$ cat src/rtl/core/ftrs_ram.sv
// ----------------------------------------------------------------------------
// ftrs_ram: generic single-write, single-read memory
// one write port, one read port with registered read data
// ----------------------------------------------------------------------------
module ftrs_ram #(
   parameter int unsigned WIDTH = 8,
   parameter int unsigned DEPTH = 16,
   localparam int unsigned ADDR_W = (DEPTH > 1) ? $clog2(DEPTH) : 1
) (
   input  logic              clock,
   input  logic              wr_en,
   input  logic [ADDR_W-1:0] wr_addr,
   input  logic [WIDTH-1:0]  wr_data,
   input  logic [ADDR_W-1:0] rd_addr,
   output logic [WIDTH-1:0]  rd_data
);

   logic [WIDTH-1:0] mem [DEPTH];
   logic [WIDTH-1:0] rd_data_ff;

   always_ff @(posedge clock) begin
      if (wr_en) begin
         mem[wr_addr] <= wr_data;
      end
      rd_data_ff <= mem[rd_addr];
   end

   assign rd_data = rd_data_ff;

endmodule

$ cat config.mk
export PLATFORM = sky130hd
export DESIGN_NAME = ftrs_ram
export DESIGN_NICKNAME = d
export VERILOG_FILES = /design/src/rtl/core/ftrs_ram.sv
export SDC_FILE = /design/constraint.sdc
export NUM_CORES = 1
export LEC_CHECK = 0
export BUFFER_PORTS_ARGS = -buffer_cell sky130_fd_sc_hd__buf_2
export CAP_MARGIN = 5
export CORE_MARGIN = 2
export CORE_UTILIZATION = 60
export CTS_CLUSTER_SIZE = 12
export DETAILED_ROUTE_END_ITERATION = 12
export HOLD_SLACK_MARGIN = 0.15
export PLACE_DENSITY = 0.78
export SETUP_SLACK_MARGIN = 0.02
export SLEW_MARGIN = 20
export SYNTH_ARGS = -nofsm -noshare
export SYNTH_HDL_FRONTEND = slang
export SYNTH_SLANG_ARGS = --single-unit
$ cat constraint.sdc
create_clock -name clock -period 3 [get_ports clock]
set_input_delay 0 -clock clock [delete_from_list [all_inputs] [get_ports clock]]
set_output_delay 0 -clock clock [all_outputs]
set_load 0.005 [all_outputs]
==> out/results.ini <==
[outcome]
status = complete, no violations

[floorplan]
design.core.area_sq_um = 8258
die_w_um = 96.63
io-pin-count = 26
row_count = 33
die_y_um = 96.63
start_util_pct = 62.33
die_area_sq_um = 9336

[routing]
ant_nets = 0
vias = 2517
drcViolationCount = 0
wl_per_cell_um = 24.77
dr.pass1.iters = 5
first_iter_violations = 402
drt_wl_total_mm = 10.01
viasPerCell = 6.230

[critical_path]
worst_setup_path_start_kind = input port
crit_arrival_ns = 2.38
end_kind = flip-flop
cp_max_fo = 8
worstPathRequired_ns = 3.14
critPathKind = input port to flip-flop

[yosys]
synth_cell_types = 19
syn_avg_cell_area_sq_um = 22.48
synth_top_area_share_pct = 74.67
synthCells = 229
ys_warn_count = 0
netlist_top_cells_area = edfxtp_1 75%, mux4_2 7.9%, mux4_1 7.1%
ys_seq_elements = 136
syn_nets = 247
yosys.area.top_type = edfxtp_1
syn_area_sq_um = 5147
ys_seq_area_share_pct = 77.78

[clocking]
path_clk_slew_ns = 0.06
clockRootBuffer = clkbuf_8
tritoncts = built
clock_path_buffers = 2
cts_made_buffers = 17
cts-htree-levels = 4
post_cts_resized = 0
clk_latency_ns = 0.51
cts.sinks = 136

[layout]
drive_above_1_share_pct = 26.42
register_area_sq_um = 4004
syn_to_final_growth_pct = 20.10
diodes = 0
multiInputGateArea_sq_um = 1057
final_nets = 304
fillCellCount = 453
postLayoutCoreUtil_pct = 74.86

[timing]
hold_viol = 0
setup_slack_ns = 0.7553
fin_crit_sh_pct = 74.82
setup_viol = 0
fin_crit_ns = 2.245
grt_setup_unrepaired = false
relSlewSlack_pct = 34.14
fin_setup_tns_ns = 0
max_freq_mhz = 445.5
clock-skew-final_ns = 0.004765
final_max_slew_viol_count = 0
tightest_slew_ns = 0.9843

[placed_design]
pre_cts_slack_ns = 1.213
io_buffers = 25
routabilityCongestion = 0.7937
place_hpwl_mm = 5.752

[global_routing]
track_usage_pct = 22.83
grt_pass1_vias = 2605
grt_max_degree = 33
overflow = 0
grt_pass1_wl_mm = 15.21
antenna_found_initial = 0

[power]
p_leak_uw = 0.002113
p_per_area_nw_per_um2 = 736.5
irDropWorstVdd_uv = 485.8

[hold_path]
hp-class = input port to flip-flop

[flow_run]
maxCapViolCount = 0

-- through the flow --
stage | cells | instance area, sq um | power [uW] | hold slack (ns)
floorplan | 229 | 5147 | 2282 | 0.09887
global placement | 354 | 5368 | 2354 | 0.3820
detailed placement | 354 | 5368 | 2363 | 0.3791
CTS | 404 | 6182 | 4566 | 0.1947
global route | 404 | 6182 | 4672 | 0.2493
finish | 404 | 6182 | 4553 | 0.2401
-- metal layers --
| layer | share of wire [%] | track usage [%] | wire, um |
|---|---|---|---|
| met5 | 0 | 0 | 0 |
| met4 | 1.1 | 6.934 | 109 |
| met3 | 8.9 | 6.720 | 887 |
| met2 | 50 | 35.36 | 4954 |
| met1 | 41 | 32.26 | 4057 |
-- cell families after synthesis --
| group | Yosys count | share of synthesized area (%) |
|---|---|---|
| AOI/OAI and AO/OA | 16 | 2.334 |
| DFF | 136 | 77.78 |
| muxes | 32 | 15.02 |
| and+or+nand+nor | 35 | 3.184 |
| buffers and inverters | 10 | 1.677 |
-- state kept, by name, summed over array words and instances, names as in the netlist --
| signal | flops |
|---|---|
| mem | 128 |
| rd_data | 8 |
-- area by class of cell --
type	count	share of cell area (%)
clock buffer	20	7.043
clock inverter	12	3.218
multi-input combinational	83	17.10
sequential	136	64.76
tap	105	2.125
timing repair buffer	48	5.748
-- what timing repair did --
action,4_1_cts,5_1_grt
hold endpoints to repair,176,0
endpoints found under the setup margin,0,0
buffers inserted,0,0
hold buffers,18,0
-- placed cells by master, fill, tap and decap left out --
cell type      count
a22oi_1           16
and2_1             1
and2b_1            1
buf_12             1
buf_2             25
buf_4              4
bufinv_16          5
clkbuf_1           2
clkbuf_16         16
clkbuf_8           2
clkinv_2           3
clkinv_4           2
clkinvlp_4         1
dfxtp_1            8
dlygate4sd3_1     18
edfxtp_1         128
inv_6              1
mux4_1            14
mux4_2            18
nand2_1            9
nand2b_1           2
nand3_1            1
nand3b_1           2
nor2_1            13
nor2b_1            1
nor3_1             4
or3b_2             1
-- cell usage after synthesis --
cell             count
buf_2                3
buf_6                3
buf_4                1
nand2b_1             2
nand3_1              1
nor3_1               4
nor2_1              13
dfxtp_1              8
edfxtp_1           128
nor2b_1              1
and2b_1              1
nand3b_1             2
a22oi_1             16
or3b_2               1
mux4_1              14
and2_1               1
mux4_2              18
nand2_1              9
clkdlybuf4s25_2      3
-- worst max-delay path, stage by stage --
cell and delay, ns:
dlygate4sd3_1 0.53, buf_2 0.14, or3b_2 0.52, dlygate4sd3_1 0.61
nor2_1 0.58
-- power by group --
part           switching [uW]  internal [uW]  leakage (uW)
Sequential               11.9           2120       0.00122
Combinational             113           93.9      0.000580
Clock                     753           1460      0.000309
-- path summary, 6_finish.rpt --
path | startpoint | endpoint | slack (ns) | depth (start not counted)
max | wr_addr[2] | mem[2][6] | 0.76 | 5
min reg2reg | mem[12][6] | rd_data[6] | 0.68 | 3
max reg2reg | mem[2][1] | rd_data[1] | 1.10 | 4
min | wr_en | mem[7][3] | 0.24 | 3
Note: power is estimated with default switching activity, not from simulation.
