==> config.mk <==
export PLATFORM = sky130hd
export DESIGN_NAME = ftrs_crc
export DESIGN_NICKNAME = d
export VERILOG_FILES = /design/src/rtl/core/ftrs_pkg.sv /design/src/rtl/core/ftrs_crc.sv
export SDC_FILE = /design/constraint.sdc
export NUM_CORES = 1
export LEC_CHECK = 0
export BUFFER_PORTS_ARGS = -buffer_cell sky130_fd_sc_hd__buf_2
export CAP_MARGIN = 20
export CORE_UTILIZATION = 56
export CTS_BUF_LIST = sky130_fd_sc_hd__clkbuf_4
export CTS_CLUSTER_DIAMETER = 100
export CTS_CLUSTER_SIZE = 28
export DETAILED_ROUTE_END_ITERATION = 7
export HOLD_SLACK_MARGIN = 0.1
export PLACE_DENSITY = 0.82
export SLEW_MARGIN = 40
export SYNTH_ARGS = -nofsm -noshare
export SYNTH_HDL_FRONTEND = slang
export SYNTH_SLANG_ARGS = --single-unit
==> constraint.sdc <==
create_clock -name clock -period 10.1 [get_ports clock]
set_input_delay 1.01 -clock clock [delete_from_list [all_inputs] [get_ports clock]]
set_output_delay 1.01 -clock clock [all_outputs]
set_load 0.05 [all_outputs]
==> src/rtl/core/ftrs_pkg.sv <==
// ----------------------------------------------------------------------------
// ftrs_pkg: shared types and constants for the flow steering block
// beat layouts, flow entry layout, table geometry and hash constants
// ----------------------------------------------------------------------------
package ftrs_pkg;

   // table geometry; bucket count is a power of two, bucket = crc low bits
   localparam int unsigned BUCKET_COUNT = 1024;
   localparam int unsigned WAY_COUNT    = 4;
   localparam int unsigned ENTRY_COUNT  = BUCKET_COUNT * WAY_COUNT;
   localparam int unsigned BUCKET_AW    = $clog2(BUCKET_COUNT);
   localparam int unsigned ENTRY_AW     = $clog2(ENTRY_COUNT);
   localparam int unsigned WAY_AW       = (WAY_COUNT > 1) ? $clog2(WAY_COUNT) : 1;

   // crc32c, reflected, init zero, no final xor
   localparam logic [31:0] CRC_POLY     = 32'h82F6_3B78;
   localparam int unsigned MSG_W        = 128;
   localparam int unsigned CRC_BYTE_W   = 8;
   localparam int unsigned CRC_STEPS    = MSG_W / CRC_BYTE_W;
   localparam int unsigned CRC_CNT_W    = $clog2(CRC_STEPS);

   typedef struct packed {
      logic [7:0]  protocol;
      logic [31:0] source_address;
      logic [31:0] dest_address;
      logic [15:0] source_port;
      logic [15:0] dest_port;
   } req_type;

   typedef struct packed {
      logic [7:0] worker;
      logic       new_flow;
      logic       table_full;
   } rsp_type;

   // one flow entry as kept in the table memory
   typedef struct packed {
      logic        valid;
      logic [63:0] addr_key;
      logic [39:0] pp_key;
      logic [7:0]  worker;
   } entry_type;

   localparam int unsigned ENTRY_W = $bits(entry_type);

   typedef struct packed {
      logic        done;
      logic [31:0] crc;
   } crc_result_type;

endpackage

==> src/rtl/core/ftrs_crc.sv <==
// ----------------------------------------------------------------------------
// ftrs_crc: byte-serial crc32c unit
// folds the 128-bit key message into the crc one byte per cycle
// ----------------------------------------------------------------------------
module ftrs_crc
   import ftrs_pkg::*;
(
   input  logic           clock,
   input  logic           reset,
   input  logic           start,
   input  logic [MSG_W-1:0] msg,
   output crc_result_type result
);

   logic [MSG_W-1:0]     msg_ff;
   logic [31:0]          crc_ff;
   logic [CRC_CNT_W-1:0] cnt_ff;
   logic                 busy_ff;
   logic                 done_ff;
   logic [31:0]          crc_in;

   // eight bit steps of the reflected crc
   function automatic logic [31:0] crc_byte(input logic [31:0] crc,
                                            input logic [CRC_BYTE_W-1:0] data);
      logic [31:0] c;
      c = crc ^ {{(32-CRC_BYTE_W){1'b0}}, data};
      for (int i = 0; i < CRC_BYTE_W; i++) begin
         c = c[0] ? ((c >> 1) ^ CRC_POLY) : (c >> 1);
      end
      return c;
   endfunction

   assign crc_in = crc_byte(crc_ff, msg_ff[CRC_BYTE_W-1:0]);

   always_ff @(posedge clock) begin
      if (reset) begin
         busy_ff <= 1'b0;
         done_ff <= 1'b0;
         cnt_ff  <= '0;
      end else begin
         // done pulses for one cycle after the last byte
         done_ff <= !start && busy_ff && (cnt_ff == CRC_CNT_W'(CRC_STEPS - 1));
         if (start) begin
            msg_ff  <= msg;
            crc_ff  <= '0;
            cnt_ff  <= '0;
            busy_ff <= 1'b1;
         end else if (busy_ff) begin
            msg_ff <= msg_ff >> CRC_BYTE_W;
            crc_ff <= crc_in;
            cnt_ff <= cnt_ff + 1'b1;
            if (cnt_ff == CRC_CNT_W'(CRC_STEPS - 1)) begin
               busy_ff <= 1'b0;
            end
         end
      end
   end

   assign result = '{done: done_ff, crc: crc_ff};

endmodule

==> impl_metrics.env <==
export IMPL_worstSetupStartpointType="input port"
export IMPL_grt_pass1_vias=4403
export IMPL_syn_nets=578
export IMPL_path_clk_slew_ps=130
export IMPL_rsz0062_at_grt="false"
export IMPL_h_tree_depth=4
export IMPL_grt_max_degree=92
export IMPL_dr_pass1_iters=4
export IMPL_synth_edf_count=160
export IMPL_die_height_um=118
export IMPL_setup_viol=0
export IMPL_critPathArrivalTime_ps=2970
export IMPL_drtAntennaViolNets=0
export IMPL_crit_family="buffers and inverters"
export IMPL_cap_viol_max_count=0
export IMPL_grt_use_met2_pct=34.4
export IMPL_synthXorXnorAreaFrac_pct=11.4
export IMPL_hold_start="cnt_ff[3]"
export IMPL_irDropWorstVdd_mv=0.191
export IMPL_path_cells="buf_6 -> nor2_1 -> nor2_4 -> buf_4"
export IMPL_slew_limit_headroom_pct=47.7
export IMPL_finalMaxSlewViolations=0
export IMPL_use_met3_pct=7.51
export IMPL_hold_path_class="flop to flop"
export IMPL_synthFlopType="edfxtp_1"
export IMPL_grt_util_met1_pct=24.4
export IMPL_fp_dieW_um=118
export IMPL_vias=4071
export IMPL_finalHoldViolations=0
export IMPL_end_kind="flop"
export IMPL_ys_seq_area_share_pct=65.9
export IMPL_cts_tree="done"
export IMPL_wl_per_cell_um=16.9
export IMPL_dp_hpwl_um=9410
export IMPL_synthAdderAreaFrac_pct=0.167
export IMPL_status="completed"
export IMPL_ctsLongestPathBuffers=2
export IMPL_syn_area_per_cell_sq_um=16.8
export IMPL_synth_cell_types=24
export IMPL_cts_sinks=166
export IMPL_worst_slew_pin_slew_ps=784
export IMPL_async_flop_share_pct=0
export IMPL_overflow=0
export IMPL_grt_pass1_wl_um=21700
export IMPL_synth_compound_area_share_pct=0.117
export IMPL_rows=41
export IMPL_total_power_mw=2.71
export IMPL_synth_top_area_share_pct=64.3
export IMPL_clock_skew_ps=12.1
export IMPL_fin_nets=744
export IMPL_dr_first_iter_drc_count=258
export IMPL_io_buffers=163
export IMPL_yosysWarningCount=0
export IMPL_fin_crit_sh_pct=27.6
export IMPL_p_leak_nw=3.31
export IMPL_netlist_instances=446
export IMPL_area_growth_pct=17.7
export IMPL_yosys_area_share_simple_pct=2.95
export IMPL_crit_type="input port to flop"
export IMPL_start_util_pct=58.3
export IMPL_routed_wl_um=13500
export IMPL_cp_startpoint="start"
export IMPL_synthesis_area_sq_um=7470
export IMPL_via_per_inst=5.09
export IMPL_slowest_delay_ps=680
export IMPL_post_route_drc_count=0
export IMPL_required_ps=10280
export IMPL_crit_path_max_fanout=91
export IMPL_cts_resized=0
export IMPL_yosys_top_cells_count="edfxtp_1 (160), mux2_2 (121), xnor2_1 (56)"
export IMPL_synthMuxAreaShare_pct=18.4
export IMPL_reg2reg_from="crc_ff[1]"
export IMPL_synth_top_family_by_area="multiplexers"
export IMPL_cts_root_buf="clkbuf_4"
export IMPL_antenna_found_initial=5
export IMPL_die_area_sq_um=13800
export IMPL_clkLatencyLatePin_ps=550
export IMPL_synth_top_area_cell="edfxtp_1"
export IMPL_power_density_nw_per_um2=308
export IMPL_path_buf_inv=2
export IMPL_min_period_ps=2790
export IMPL_io_pins=164
export IMPL_drive_gt1_share_pct=52.2
export IMPL_busiest_layer="met2"
export IMPL_fin_setup_tns_ps=0
export IMPL_gp_congestion=0.752
export IMPL_synthTopCellsByArea="edfxtp_1 (64%), mux2_2 (18%), xnor2_1 (6.6%)"
export IMPL_fmax_mhz=359
export IMPL_slowest_stage="buf_4"
export IMPL_hold_buffers=0
export IMPL_cts_setup_buffers=0
export IMPL_grt_use_total_pct=20.9
export IMPL_synth_seq_cells=166
export IMPL_coreArea_sq_um=12800
export IMPL_yosysMostFrequentCell="edfxtp_1"
export IMPL_cts_buffers=17
per-stage QoR:
step	hold WS (ps)	util [%]	worst slack, ps	instances	instance area [sq um]
2_1_floorplan	450	-	1070	446	7470
3_3_place_gp	481	66.0	6600	765	8460
3_5_place_dp	486	66.0	6740	765	8470
4_1_cts	502	68.5	7360	797	8780
5_1_grt	535	68.5	7180	799	8790
6_report	496	68.6	7310	800	8790
layer usage:
metal / routed length, um / share of wire, % / vias up
li1: - / - / 1968
met1: 5390 / 40 / 1931
met2: 6700 / 50 / 140
met3: 972 / 7.2 / 30
met4: 411 / 3.0 / 2
met5: 17 / 0.13 / -
tightest hold or removal path, cell delays in order (launching register included):
cell	delay [ps]
dfxtp_1	350
nand2_1	80
nor3_1	40
area by class of cell:
type / count / area (sq um)
clock inverters: 15 / 185
fillers: 917 / 4030
multi-input cells: 260 / 2480
diodes: 3 / 7.51
well taps: 172 / 215
clock buffers: 17 / 128
repair buffers: 166 / 852
flip-flops and latches: 166 / 4920
inverters: 1 / 3.75
where the power goes:
part	total, mW	switching, mW	internal, mW
logic	1.31	0.740	0.568
clock network	0.415	0.222	0.193
registers	0.984	0.0578	0.926
total	2.71	1.02	1.69
cells by family after synthesis:
group	Yosys count
flip-flops	166
XOR/XNOR	85
AO/OA/AOI/OAI	1
buffers and inverters	20
multiplexers	122
adder cells (fa/ha/maj)	1
AND/OR/NAND/NOR	51
sequential cells by signal, summed over array words and instances, names as in the netlist:
| signal | cells |
|---|---|
| busy_ff | 1 |
| crc_ff | 32 |
| cnt_ff | 4 |
| done_ff | 1 |
| msg_ff | 128 |
cell usage in the layout (no fill, tap or decap), types with 3 or more instances in the layout:
| cell type | instances |
|---|---|
| xnor2_2 | 6 |
| and2_1 | 8 |
| diode_2 | 3 |
| bufinv_16 | 4 |
| xnor2_1 | 56 |
| nor2_1 | 36 |
| clkbuf_4 | 17 |
| buf_6 | 3 |
| xor2_1 | 18 |
| dfxtp_1 | 6 |
| edfxtp_1 | 160 |
| clkinv_2 | 5 |
| mux2_2 | 121 |
| buf_2 | 162 |
path summary, 6_finish.rpt:
kind / end / slack [ps] / cells past startpoint
setup / recovery: msg_ff[67] / 7310 / 4
hold / removal: done_ff / 500 / 2
setup reg to reg: crc_ff[11] / 7480 / 5
hold reg to reg: done_ff / 500 / 2
Note: power is estimated with default switching activity, not from simulation.
