===== src/rtl/core/ftrs_pkg.sv =====
// ----------------------------------------------------------------------------
// ftrs_pkg: shared types and constants for the flow steering block
// beat layouts, flow entry layout, table geometry and hash constants
// ----------------------------------------------------------------------------
package ftrs_pkg;

   // table geometry; bucket count is a power of two, bucket = crc low bits
   localparam int unsigned BUCKET_COUNT = 1024;
   localparam int unsigned WAY_COUNT    = 4;
   localparam int unsigned ENTRY_COUNT  = BUCKET_COUNT * WAY_COUNT;
   localparam int unsigned BUCKET_AW    = $clog2(BUCKET_COUNT);
   localparam int unsigned ENTRY_AW     = $clog2(ENTRY_COUNT);
   localparam int unsigned WAY_AW       = (WAY_COUNT > 1) ? $clog2(WAY_COUNT) : 1;

   // crc32c, reflected, init zero, no final xor
   localparam logic [31:0] CRC_POLY     = 32'h82F6_3B78;
   localparam int unsigned MSG_W        = 128;
   localparam int unsigned CRC_BYTE_W   = 8;
   localparam int unsigned CRC_STEPS    = MSG_W / CRC_BYTE_W;
   localparam int unsigned CRC_CNT_W    = $clog2(CRC_STEPS);

   typedef struct packed {
      logic [7:0]  protocol;
      logic [31:0] source_address;
      logic [31:0] dest_address;
      logic [15:0] source_port;
      logic [15:0] dest_port;
   } req_type;

   typedef struct packed {
      logic [7:0] worker;
      logic       new_flow;
      logic       table_full;
   } rsp_type;

   // one flow entry as kept in the table memory
   typedef struct packed {
      logic        valid;
      logic [63:0] addr_key;
      logic [39:0] pp_key;
      logic [7:0]  worker;
   } entry_type;

   localparam int unsigned ENTRY_W = $bits(entry_type);

   typedef struct packed {
      logic        done;
      logic [31:0] crc;
   } crc_result_type;

endpackage


===== src/rtl/core/ftrs_ctrl.sv =====
// ----------------------------------------------------------------------------
// ftrs_ctrl: table sequencer
// clears the table after reset, searches the bucket way by way, inserts
// new flows, keeps the round-robin pointer and the result register
// ----------------------------------------------------------------------------
module ftrs_ctrl
   import ftrs_pkg::*;
(
   input  logic                clock,
   input  logic                reset,
   input  logic                req_accept,
   input  req_type             key,
   input  logic [7:0]          num_workers,
   input  crc_result_type      crc,
   output logic                req_stall,
   output logic                wr_en,
   output logic [ENTRY_AW-1:0] wr_addr,
   output logic [ENTRY_W-1:0]  wr_data,
   output logic [ENTRY_AW-1:0] rd_addr,
   input  logic [ENTRY_W-1:0]  rd_data,
   output logic                rsp_valid,
   input  logic                rsp_stall,
   output rsp_type             rsp_data
);

   typedef enum logic [2:0] {
      ST_CLEAR,
      ST_IDLE,
      ST_HASH,
      ST_READ,
      ST_CHECK,
      ST_FINISH
   } state_type;

   state_type           state_ff;
   logic [ENTRY_AW-1:0] clr_addr_ff;
   logic [ENTRY_AW-1:0] base_ff;
   logic [WAY_AW-1:0]   way_ff;
   logic                have_free_ff;
   logic [ENTRY_AW-1:0] free_addr_ff;
   logic [7:0]          next_worker_ff;
   rsp_type             res_ff;
   logic                rsp_valid_ff;
   rsp_type             rsp_data_ff;

   entry_type           rd_entry;
   entry_type           new_entry;
   logic [ENTRY_AW-1:0] cur_addr;
   logic [ENTRY_AW-1:0] ins_addr;
   logic                hit;
   logic                last_way;
   logic                free_now;
   logic                insert;
   logic [7:0]          nw;
   logic [7:0]          w_sel;
   logic [8:0]          nx_wide;
   logic [7:0]          nx;
   logic                rsp_free;

   always_comb begin
      rd_entry = entry_type'(rd_data);
      cur_addr = base_ff + ENTRY_AW'(way_ff);
      hit      = rd_entry.valid
               && (rd_entry.addr_key == {key.dest_address, key.source_address})
               && (rd_entry.pp_key == {key.protocol, key.dest_port, key.source_port});
      last_way = (way_ff == WAY_AW'(WAY_COUNT - 1));
      free_now = !rd_entry.valid && !have_free_ff;
      ins_addr = have_free_ff ? free_addr_ff : cur_addr;
      insert   = (state_ff == ST_CHECK) && !hit && last_way
               && (have_free_ff || !rd_entry.valid);
      // round robin: zero workers act as one, a stale pointer restarts at 0
      nw       = (num_workers == 8'd0) ? 8'd1 : num_workers;
      w_sel    = (next_worker_ff < nw) ? next_worker_ff : 8'd0;
      nx_wide  = {1'b0, w_sel} + 9'd1;
      nx       = (nx_wide >= {1'b0, nw}) ? 8'd0 : nx_wide[7:0];
      new_entry = '{valid: 1'b1,
                    addr_key: {key.dest_address, key.source_address},
                    pp_key: {key.protocol, key.dest_port, key.source_port},
                    worker: w_sel};
      rsp_free = !rsp_valid_ff || !rsp_stall;
   end

   // clear pass and insertion share the write port
   always_comb begin
      wr_en   = (state_ff == ST_CLEAR) || insert;
      wr_addr = (state_ff == ST_CLEAR) ? clr_addr_ff : ins_addr;
      wr_data = (state_ff == ST_CLEAR) ? '0 : ENTRY_W'(new_entry);
      rd_addr = cur_addr;
   end

   always_ff @(posedge clock) begin
      if (reset) begin
         state_ff       <= ST_CLEAR;
         clr_addr_ff    <= '0;
         next_worker_ff <= '0;
         rsp_valid_ff   <= 1'b0;
      end else begin
         if ((state_ff == ST_FINISH) && rsp_free) begin
            rsp_valid_ff <= 1'b1;
         end else if (rsp_valid_ff && !rsp_stall) begin
            rsp_valid_ff <= 1'b0;
         end
         case (state_ff)
            ST_CLEAR: begin
               clr_addr_ff <= clr_addr_ff + 1'b1;
               if (clr_addr_ff == ENTRY_AW'(ENTRY_COUNT - 1)) begin
                  state_ff <= ST_IDLE;
               end
            end
            ST_IDLE: begin
               if (req_accept) begin
                  state_ff <= ST_HASH;
               end
            end
            ST_HASH: begin
               if (crc.done) begin
                  base_ff      <= ENTRY_AW'(crc.crc[BUCKET_AW-1:0]) * ENTRY_AW'(WAY_COUNT);
                  way_ff       <= '0;
                  have_free_ff <= 1'b0;
                  state_ff     <= ST_READ;
               end
            end
            ST_READ: begin
               state_ff <= ST_CHECK;
            end
            ST_CHECK: begin
               if (hit) begin
                  res_ff   <= '{worker: rd_entry.worker, new_flow: 1'b0, table_full: 1'b0};
                  state_ff <= ST_FINISH;
               end else begin
                  if (free_now) begin
                     have_free_ff <= 1'b1;
                     free_addr_ff <= cur_addr;
                  end
                  if (last_way) begin
                     if (insert) begin
                        res_ff         <= '{worker: w_sel, new_flow: 1'b1, table_full: 1'b0};
                        next_worker_ff <= nx;
                     end else begin
                        res_ff <= '{worker: 8'd0, new_flow: 1'b0, table_full: 1'b1};
                     end
                     state_ff <= ST_FINISH;
                  end else begin
                     way_ff   <= way_ff + 1'b1;
                     state_ff <= ST_READ;
                  end
               end
            end
            ST_FINISH: begin
               if (rsp_free) begin
                  rsp_data_ff <= res_ff;
                  state_ff    <= ST_IDLE;
               end
            end
            default: begin
               state_ff <= ST_CLEAR;
            end
         endcase
      end
   end

   assign req_stall = (state_ff != ST_IDLE);
   assign rsp_valid = rsp_valid_ff;
   assign rsp_data  = rsp_data_ff;

`ifndef SYNTHESIS
   a_full_means_no_worker: assert property (@(posedge clock) disable iff (reset)
      rsp_valid_ff && rsp_data_ff.table_full |-> (rsp_data_ff.worker == 8'd0)
      && !rsp_data_ff.new_flow)
      else $error("full result carries a worker or a new flow");

   a_pointer_moves_on_insert: assert property (@(posedge clock) disable iff (reset)
      !insert |=> $stable(next_worker_ff))
      else $error("round-robin pointer moved without an insertion");

   a_crc_done_in_hash: assert property (@(posedge clock) disable iff (reset)
      crc.done |-> (state_ff == ST_HASH))
      else $error("hash finished outside the hash state");

   a_no_result_during_clear: assert property (@(posedge clock) disable iff (reset)
      (state_ff == ST_CLEAR) |-> !rsp_valid_ff && !wr_data[ENTRY_W-1])
      else $error("result or valid entry written during clear pass");
`endif

endmodule


===== config.mk =====
export PLATFORM = sky130hd
export DESIGN_NAME = ftrs_ctrl
export DESIGN_NICKNAME = d
export VERILOG_FILES = /design/src/rtl/core/ftrs_pkg.sv /design/src/rtl/core/ftrs_ctrl.sv
export SDC_FILE = /design/constraint.sdc
export NUM_CORES = 1
export LEC_CHECK = 0
export BUFFER_PORTS_ARGS = -buffer_cell sky130_fd_sc_hd__buf_2
export CAP_MARGIN = 20
export CORE_AREA = 5 5 156 158
export DETAILED_ROUTE_END_ITERATION = 7
export DIE_AREA = 0 0 161 163
export GPL_TIMING_DRIVEN = 0
export PLACE_DENSITY = 0.57
export SYNTH_ARGS = -nofsm -noshare
export SYNTH_HDL_FRONTEND = slang
export SYNTH_SLANG_ARGS = --single-unit

===== constraint.sdc =====
create_clock -name clock -period 10.4 [get_ports clock]
set_input_delay 0 -clock clock [delete_from_list [all_inputs] [get_ports clock]]
set_output_delay 0 -clock clock [all_outputs]
set_load 0.01 [all_outputs]

==> results.cfg <==
[logic_synthesis]
syn_avg_cell_area_um2 = 8.52
yosysWarnings = 0
synth_area_leader_cell = edfxtp_1
syn_area_um2 = 5460
synthesis.nets = 921
ys.flop_type = edfxtp_1
yosys.area.top_type_share_pct = 24.7
ys_ff_latch = 69
ys_top_cells_by_area = edfxtp_1 (25%), nor2b_1 (14%), dfxtp_1 (8.8%)
seq_area_frac_synth_pct = 33.5
postSynth.asyncResetShare_pct = 0
synth_edf_count = 45
synth_cell_type_count = 44
syn_inst = 641

[cells_and_area]
nFillCells = 2485
layout-drive-gt1-share_pct = 38.5
mostFrequentLayoutCell = buf_2
stdcell_area_um2 = 8240
most-common-layout-cells = buf_2 (390), nor2b_1 (124), xnor2_1 (48), inv_1 (47), edfxtp_1 (45)
fin_nets = 1342
areaGrowthSynthToFinish_pct = 50.9

[outcome]
status = finished clean

[routing]
via_count = 6370
detail_route.wl_per_cell_um = 20.0
totalWireLength_um = 27200
drtAntennaViolNets = 0
drc = 0
drt_first_iter_violations = 226
post_drt_via_cell_ratio = 4.69
firstDrtPassIters = 5

[power]
vdd_drop_max_uv = 77.3
p_sw_uw = 168
swShare_pct = 24.5
p_comb_share_pct = 19.3
p_clk_share_pct = 38.1
power.density_nw_per_um2 = 83.3
p_leak_uw = 0.00386
p_seq_share_pct = 42.5
internal-power_uw = 518
fin_total_pwr_uw = 686

[floorplanning]
initial_core_util_pct = 23.8
dieArea_um2 = 26200
io_pins = 412
rows = 56
core-area_um2 = 23000
die_w_um = 161
die_h_um = 163

[timing]
finalSetupViolCount = 0
tightest_slew_ns = 1.01
max_freq_mhz = 224
finalCritPeriodShare_pct = 42.9
slew_headroom_pct = 32.7
grt_setup_unrepaired = false
worst_slack_ns = 5.94
tns_ns = 0
period_needed_ns = 4.46
hold_ws_ns = 0.0886
drv_slew = 0
hold_violations = 0
clock_skew_ns = 0.00544

[worst_setup_path]
cp.arrival_ns = 4.72
start_kind = register
reg2regPathDepth = 18
r2r-end = next_worker_ff[7]$_SDFFE_PP0P_
startpoint = next_worker_ff[3]$_SDFFE_PP0P_
cp.required_ns = 10.66
endpoint = next_worker_ff[7]$_SDFFE_PP0P_
end_kind = register
rr_startpoint = next_worker_ff[3]$_SDFFE_PP0P_
path_class = register to register
r2r_slack_ns = 5.94
crit_fanout = 8

[grt]
grt_max_degree = 13
grt.total_usage_pct = 19.7
grt_pass1_wl_um = 39300
global_route.overflow_total = 0
grt_pass1_vias = 6417
antenna_found_initial = 6

[clock_tree]
cts_tree = done
cts_resized = 0
clk_pin_slew_ns = 0.05
clkSinkCount = 69
numCtsBuffers = 9
htree_levels = 3
post_cts.repair.setup_buffers = 0
clk_latency_ns = 0.33
clock_path_buffers = 2
postCtsHoldBufs = 19
cts_root_buf = clkbuf_16

[placement]
pre_cts_ws_ns = 6.02
gp_congestion = 0.925
place_area_um2 = 7780
dp.final_hpwl_um = 23700
portBuffers = 389

[min_path]
hp-class = input pin to register

[run]
maxCapViolCount = 0
## per-stage QoR
stage	utilization [%]	cells
floorplan	-	641
finish	35.9	1359
global route	35.9	1359
CTS	35.8	1356
global placement	33.8	1320
detailed placement	33.9	1321
## area by class of cell
class	count	area, um^2	area share, %
antenna	2	5.00	0.0607
clock inverter	7	32.5	0.395
multi-input combinational	500	3350	40.7
buffer	25	105	1.28
tap	290	363	4.40
timing repair buffer	410	2150	26.1
clock buffer	9	225	2.73
inverter	47	176	2.14
sequential	69	1830	22.2
## power by group through the flow
stage / clock network, uW / registers, uW / logic, uW
final: 262 / 292 / 133
after global routing: 278 / 292 / 145
after CTS: 267 / 292 / 133
after detailed placement: 0 / 297 / 127
after global placement: 0 / 297 / 127
after floorplan: 0 / 297 / 51.4
## worst min-delay path by stage
stage / from / end / slack, ns / depth (start not counted)
after detailed placement: crc[2] / base_ff[4]$_DFFE_PP_ / 0.18 / 1
final: crc[32] / state_ff[0]$_SDFFE_PP0P_ / 0.09 / 5
after global placement: crc[3] / base_ff[5]$_DFFE_PP_ / 0.18 / 1
after floorplan: crc[8] / base_ff[10]$_DFFE_PP_ / 0.1 / 0
after global routing: crc[32] / state_ff[0]$_SDFFE_PP0P_ / 0.12 / 5
after CTS: crc[32] / state_ff[0]$_SDFFE_PP0P_ / 0.07 / 5
## sequential cells by signal, summed over array words and instances, names as in the netlist
name / count
base_ff: 10
next_worker_ff: 8
have_free_ff: 1
rsp_data: 10
way_ff: 2
free_addr_ff: 12
clr_addr_ff: 12
state_ff: 3
res_ff: 10
rsp_valid: 1
## synthesized netlist by cell type, types with 8 or more instances
master	count
a2111o_1	9
a21oi_1	13
and3_1	8
clkbuf_1	22
dfxtp_1	24
edfxtp_1	45
ha_1	18
inv_1	47
mux2i_1	20
nand2_1	38
nand2b_1	25
nand3_1	20
nand4_1	19
nor2_1	36
nor2b_1	124
nor3_1	11
nor4_1	14
o21ai_0	19
o22ai_1	10
xnor2_1	48
xor2_1	29
## logic make-up (layout without fill, tap and decap cells)
kind of cell / Yosys count / after routing / synth area share, %
AOI/OAI and AO/OA: 80 / 80 / 10.1
other: 0 / 2 / 0
muxes: 20 / 20 / 3.67
buffers and inverters: 72 / 498 / 5.16
DFF: 69 / 69 / 33.5
xor gates and xnor gates: 77 / 77 / 12.4
and+or+nand+nor: 305 / 305 / 31.0
adders and majority gates: 18 / 18 / 4.12
## worst max-delay path, cell delays in order (launching register included)
cell and delay, ns:
dfxtp_1 0.51, ha_1 0.26, a2111oi_0 0.08, a2111o_1 0.39
a21oi_1 0.51, nor2_1 0.23, nand2_1 0.23, inv_1 0.09
ha_1 0.22, nand3_1 0.10, xor2_1 0.15, nor3_1 0.08
ha_1 0.22, a2111oi_0 0.58, a22oi_1 0.15, nor2_1 0.12
a31o_2 0.21, nand3_1 0.10, mux2i_1 0.15
## metal layers
| layer | track usage [%] | vias up | part of all wire [%] |
|---|---|---|---|
| met1 | 23.9 | 2958 | 40 |
| met5 | 0 | - | 0.20 |
| li1 | - | 3067 | - |
| met2 | 34.9 | 292 | 50 |
| met4 | 5.89 | 8 | 2.4 |
| met3 | 4.61 | 45 | 7.3 |
(Power assumes the default switching activity.)
